<file path="config.mk">
export PLATFORM = sky130hd
export DESIGN_NAME = ust_div
export DESIGN_NICKNAME = d
export VERILOG_FILES = /design/src/rtl/ust_pkg.sv /design/src/rtl/ust_div.sv
export SDC_FILE = /design/constraint.sdc
export NUM_CORES = 1
export LEC_CHECK = 0
export ABC_AREA = 0
export BUFFER_PORTS_ARGS = -buffer_cell sky130_fd_sc_hd__buf_2
export CAP_MARGIN = 15
export CORE_MARGIN = 1.5
export CORE_UTILIZATION = 50
export CTS_CLUSTER_DIAMETER = 120
export DETAILED_ROUTE_END_ITERATION = 8
export PLACE_DENSITY = 0.76
export SLEW_MARGIN = 10
export SYNTH_ARGS = -nofsm -noshare
export SYNTH_HDL_FRONTEND = slang
export SYNTH_SLANG_ARGS = --single-unit
</file>
<file path="constraint.sdc">
create_clock -name clk_i -period 3.65 [get_ports clk_i]
set_input_delay 0.365 -clock clk_i [delete_from_list [all_inputs] [get_ports clk_i]]
set_output_delay 0.365 -clock clk_i [all_outputs]
set_load 0.03 [all_outputs]
</file>
<file path="src/rtl/ust_pkg.sv">
// ----------------------------------------------------------------------------
// ust_pkg
// shared word types, register codes and pipeline depths of the uv sphere core
// ----------------------------------------------------------------------------
package ust_pkg;

  // one grid cell as it enters the core
  typedef struct packed {
    logic [7:0] ring_index;
    logic [7:0] segment_index;
  } in_word_t;

  // one vertex with its two quad triangles
  typedef struct packed {
    logic signed [15:0] x_coord;
    logic signed [15:0] y_coord;
    logic signed [15:0] z_coord;
    logic               upper_valid;
    logic [15:0]        upper_a;
    logic [15:0]        upper_b;
    logic [15:0]        upper_c;
    logic               lower_valid;
    logic [15:0]        lower_a;
    logic [15:0]        lower_b;
    logic [15:0]        lower_c;
    logic               invalid;
  } out_word_t;

  // register file
  localparam int unsigned CFG_ADDR_W = 3;
  localparam int unsigned CFG_DATA_W = 32;
  typedef logic [0:0] cfg_reg_t;
  localparam cfg_reg_t REG_SEGMENT_COUNT = 1'b0;
  localparam cfg_reg_t REG_RING_COUNT    = 1'b1;
  localparam logic [7:0] SEGMENT_COUNT_RST = 8'd16;
  localparam logic [7:0] RING_COUNT_RST    = 8'd16;

  // phase divider
  localparam int unsigned DIV_NUM_W = 25;
  localparam int unsigned DIV_DEN_W = 9;
  localparam int unsigned DIV_QUO_W = 17;
  localparam int unsigned DIV_LAT   = DIV_QUO_W + 1;

  // sine / cosine unit
  localparam int unsigned PHASE_W  = 16;
  localparam int unsigned MAG_W    = 31;
  localparam int unsigned TRIG_LAT = 22;

endpackage

</file>
<file path="src/rtl/ust_div.sv">
// ----------------------------------------------------------------------------
// ust_div
// pipelined restoring divider, one quotient bit per stage
// ----------------------------------------------------------------------------
module ust_div (
  input  logic                           clk_i,
  input  logic                           en_i,
  input  logic [ust_pkg::DIV_NUM_W-1:0]  num_i,
  input  logic [ust_pkg::DIV_DEN_W-1:0]  den_i,
  output logic [ust_pkg::DIV_QUO_W-1:0]  quo_o
);

  localparam int unsigned NW = ust_pkg::DIV_NUM_W;
  localparam int unsigned DW = ust_pkg::DIV_DEN_W;
  localparam int unsigned QW = ust_pkg::DIV_QUO_W;

  logic [NW-1:0] rem_q [QW+1];
  logic [DW-1:0] den_q [QW+1];
  logic [QW-1:0] quo_q [QW+1];

  always_ff @(posedge clk_i) begin
    if (en_i) begin
      rem_q[0] <= num_i;
      den_q[0] <= den_i;
      quo_q[0] <= '0;
    end
  end

  for (genvar k = 0; k < QW; k++) begin : g_stage
    localparam int unsigned B = QW - 1 - k;
    logic [NW:0] sub_w;
    logic        ge_w;
    logic [NW:0] diff_w;

    assign sub_w  = (NW+1)'(den_q[k]) << B;
    assign ge_w   = {1'b0, rem_q[k]} >= sub_w;
    assign diff_w = {1'b0, rem_q[k]} - sub_w;

    always_ff @(posedge clk_i) begin
      if (en_i) begin
        rem_q[k+1] <= ge_w ? diff_w[NW-1:0] : rem_q[k];
        den_q[k+1] <= den_q[k];
        quo_q[k+1] <= quo_q[k] | (QW'(ge_w) << B);
      end
    end
  end

  assign quo_o = quo_q[QW];

endmodule

</file>
==> results.ini <==
[synth]
synthTopCellsByCount=731 x edfxtp_1, 202 x inv_1, 153 x ha_1
synth_cell_types=77
synth_compound_area_frac=0.0830
ys_seq_area_frac=0.654
yosysMostFrequentCell=edfxtp_1
synth_xor_xnor_area_share=0.0475
yosys.area.top_type_share=0.654
async_reset_ff_frac=0
synthMuxAreaShare=0.0202
yosys.area.top_type=edfxtp_1
synth_edf_count=731
synth_area_leaders=edfxtp_1 65%, ha_1 5.7%, xor2_1 2.6%, inv_1 2.3%, xnor2_1 2.2%
synth_fa_ha_area_frac=0.0666
synth_area_per_cell_sq_um=13.7
synth_ff_type=edfxtp_1
synthesis.nets=2657
yosys_warnings=0
synth_top_family_by_area=simple AND/OR/NAND/NOR gates
synth_seq_cells=731
syn_inst=2452
yosys.area_share.simple=0.103
synth_area_sq_mm=0.0336

[grt]
grt_max_degree=87
antenna_found_initial=0
grt_pass1_vias=19900
grt_remaining_overflow=0
grt_use_total=0.188
grt_pass1_wl_mm=102

[sta]
report.final.slew_viol_count=0
period_share=0.864
rsz0062_at_grt=no
timing.fmax_ghz=0.317
setup_viol=0
max_slew_margin=0.347
finalHoldViolCount=0
setup_tns_ns=0
fin_skew_ns=0.0378
period_minus_slack_ns=3.15
tightest_slew_ns=0.975

[cts]
cts_buffer_depth=3
clk_latency_ns=0.64
root_buffer=clkbuf_16
cts_buffers=76
htree_num_levels=3
post-cts-setup-buffer-count=0
clk_pin_slew_ns=0.06
clock-sinks=731
cts_tree=done

[setup_path]
rr_startpoint=den_q[13][0]
cp-endpoint=rem_q[14][10]
critPathLaunchType=flop
worstReg2RegEnd=rem_q[14][10]
worstPathMaxFanout=15
worstSetupEndpointType=flop
criticalPathCategory=reg -> reg
critPathRequiredTime_ns=4.02
r2r_cells=8
rrSetupSlack_ns=0.50
arrival_ns=3.53
startpoint=den_q[13][0]

[pwr]
p_leak_nw=13.9
powerDensity_mw_per_mm2=655
vdd_ir_drop_max_uv=529

[detailed_routing]
wirelength_mm=63.9
drt_iter0_drc=1636
vias=20000
ant_nets=0
drtPass1Iterations=7
wire_per_inst_um=18.0
drc=0
viasPerCell=5.64

[status]
status=complete, no violations

[floorplanning]
die_area_sq_mm=0.0687
rows=94
die_w_um=262
coreArea_sq_mm=0.0661
die_h_um=262
ios=53
start_util=0.508

[job]
maxCapViolCount=0

[layout]
syn2layout_area_growth_pct=13.1
final_core_util=0.575
drive_gt1_frac=0.100
antennaDiodeCount=0
fin_nets=2826
fill_cells=5113

[hold_path]
worstHoldStart=en_i
hold_path.class=in -> reg

[placement]
io_buffers=52
gp_congestion=0.896
post-dp-hpwl_mm=45.4

==> flip-flops by register name, indices dropped and copies added, names as in the netlist <==
| signal | count |
|---|---|
| den_q | 153 |
| rem_q | 425 |
| quo_q | 153 |
==> critical path: stages (launching register included) <==
cell	delay, ns
edfxtp_1	0.40
ha_1	0.25
fa_1	0.40
nand2b_1	0.19
a211oi_1	0.40
o21bai_1	0.24
o211ai_1	0.37
buf_4	0.28
mux2_2	0.35
==> cell type report <==
type,count,area [sq um],area share
Timing Repair Buffer,117,981,0.0258
Tap cell,864,1080,0.0285
Clock inverter,42,480,0.0126
Multi-Input combinational cell,1492,10800,0.283
Clock buffer,93,1970,0.0517
Inverter,203,762,0.0201
Sequential cell,731,22000,0.578
==> per-stage QoR <==
stage | power [mW] | cells | cell area (sq um) | setup WS (ns) | hold slack (ns)
2_1_floorplan | 15.8 | 2452 | 33600 | 0.832 | 0.400
3_3_place_gp | 17.1 | 3373 | 35200 | 0.693 | 0.401
3_5_place_dp | 17.4 | 3373 | 35200 | 0.554 | 0.405
4_1_cts | 25.1 | 3542 | 38000 | 0.501 | 0.271
5_1_grt | 26.1 | 3542 | 38000 | 0.246 | 0.295
6_report | 24.9 | 3542 | 38000 | 0.496 | 0.274
==> cells in the final DEF (no fill, tap or decap), drive strengths merged, types with 7 or more instances in the layout <==
master         n
or3           38
nor2         149
o31ai         17
fa            16
o31a          17
clkinv        25
buf           83
xnor2         83
edfxtp       731
o21a          46
dlygate4sd3   34
nor4b         21
a31oi          7
inv          209
o21bai        10
nand4b         8
nand4         25
nor3          82
a21oi        112
nor4          53
nor2b         36
clkbuf        93
mux2i         15
xor2          99
or4           24
or2           12
o21ai        115
a211oi        18
nand2        107
ha           153
a21o          25
mux2          47
o211ai        10
nand3         31
a21boi        13
nand2b        21
==> per-layer routing <==
| metal | GRT usage | vias to the layer above | share of wire |
|---|---|---|---|
| li1 | - | 9608 | - |
| met3 | 0.0288 | 148 | 0.040 |
| met2 | 0.336 | 501 | 0.52 |
| met5 | 0 | - | 0 |
| met1 | 0.227 | 9720 | 0.41 |
| met4 | 0.0732 | 0 | 0.034 |
==> power by group <==
group          internal [mW]  total (mW)  leakage (nW)  switching, mW
Clock                   4.33        7.58          1.18           3.25
Sequential              11.0        11.9          7.00          0.922
Combinational           2.45        5.43          5.69           2.98
==> worst min path at each step <==
stage	to	slack (ns)	depth (start not counted)
after floorplan	quo_q[10][10]	0.40	0
after global placement	quo_q[12][16]	0.40	0
after detailed placement	quo_q[4][15]	0.41	0
after CTS	rem_q[2][4]	0.27	1
after global routing	rem_q[2][4]	0.30	1
final	rem_q[2][4]	0.27	1
==> cells by family after synthesis <==
family	count (synthesis)
adders and majority gates	169
AOI/OAI and AO/OA	434
and+or+nand+nor	645
buffers and inverters	229
xor gates and xnor gates	182
muxes	62
DFF	731
==> timing repair <==
action,in CTS,in global routing
endpoints found under the hold margin,34,0
hold buffers,34,0
resized for setup,0,0
Power figures use the tool's default switching activity.
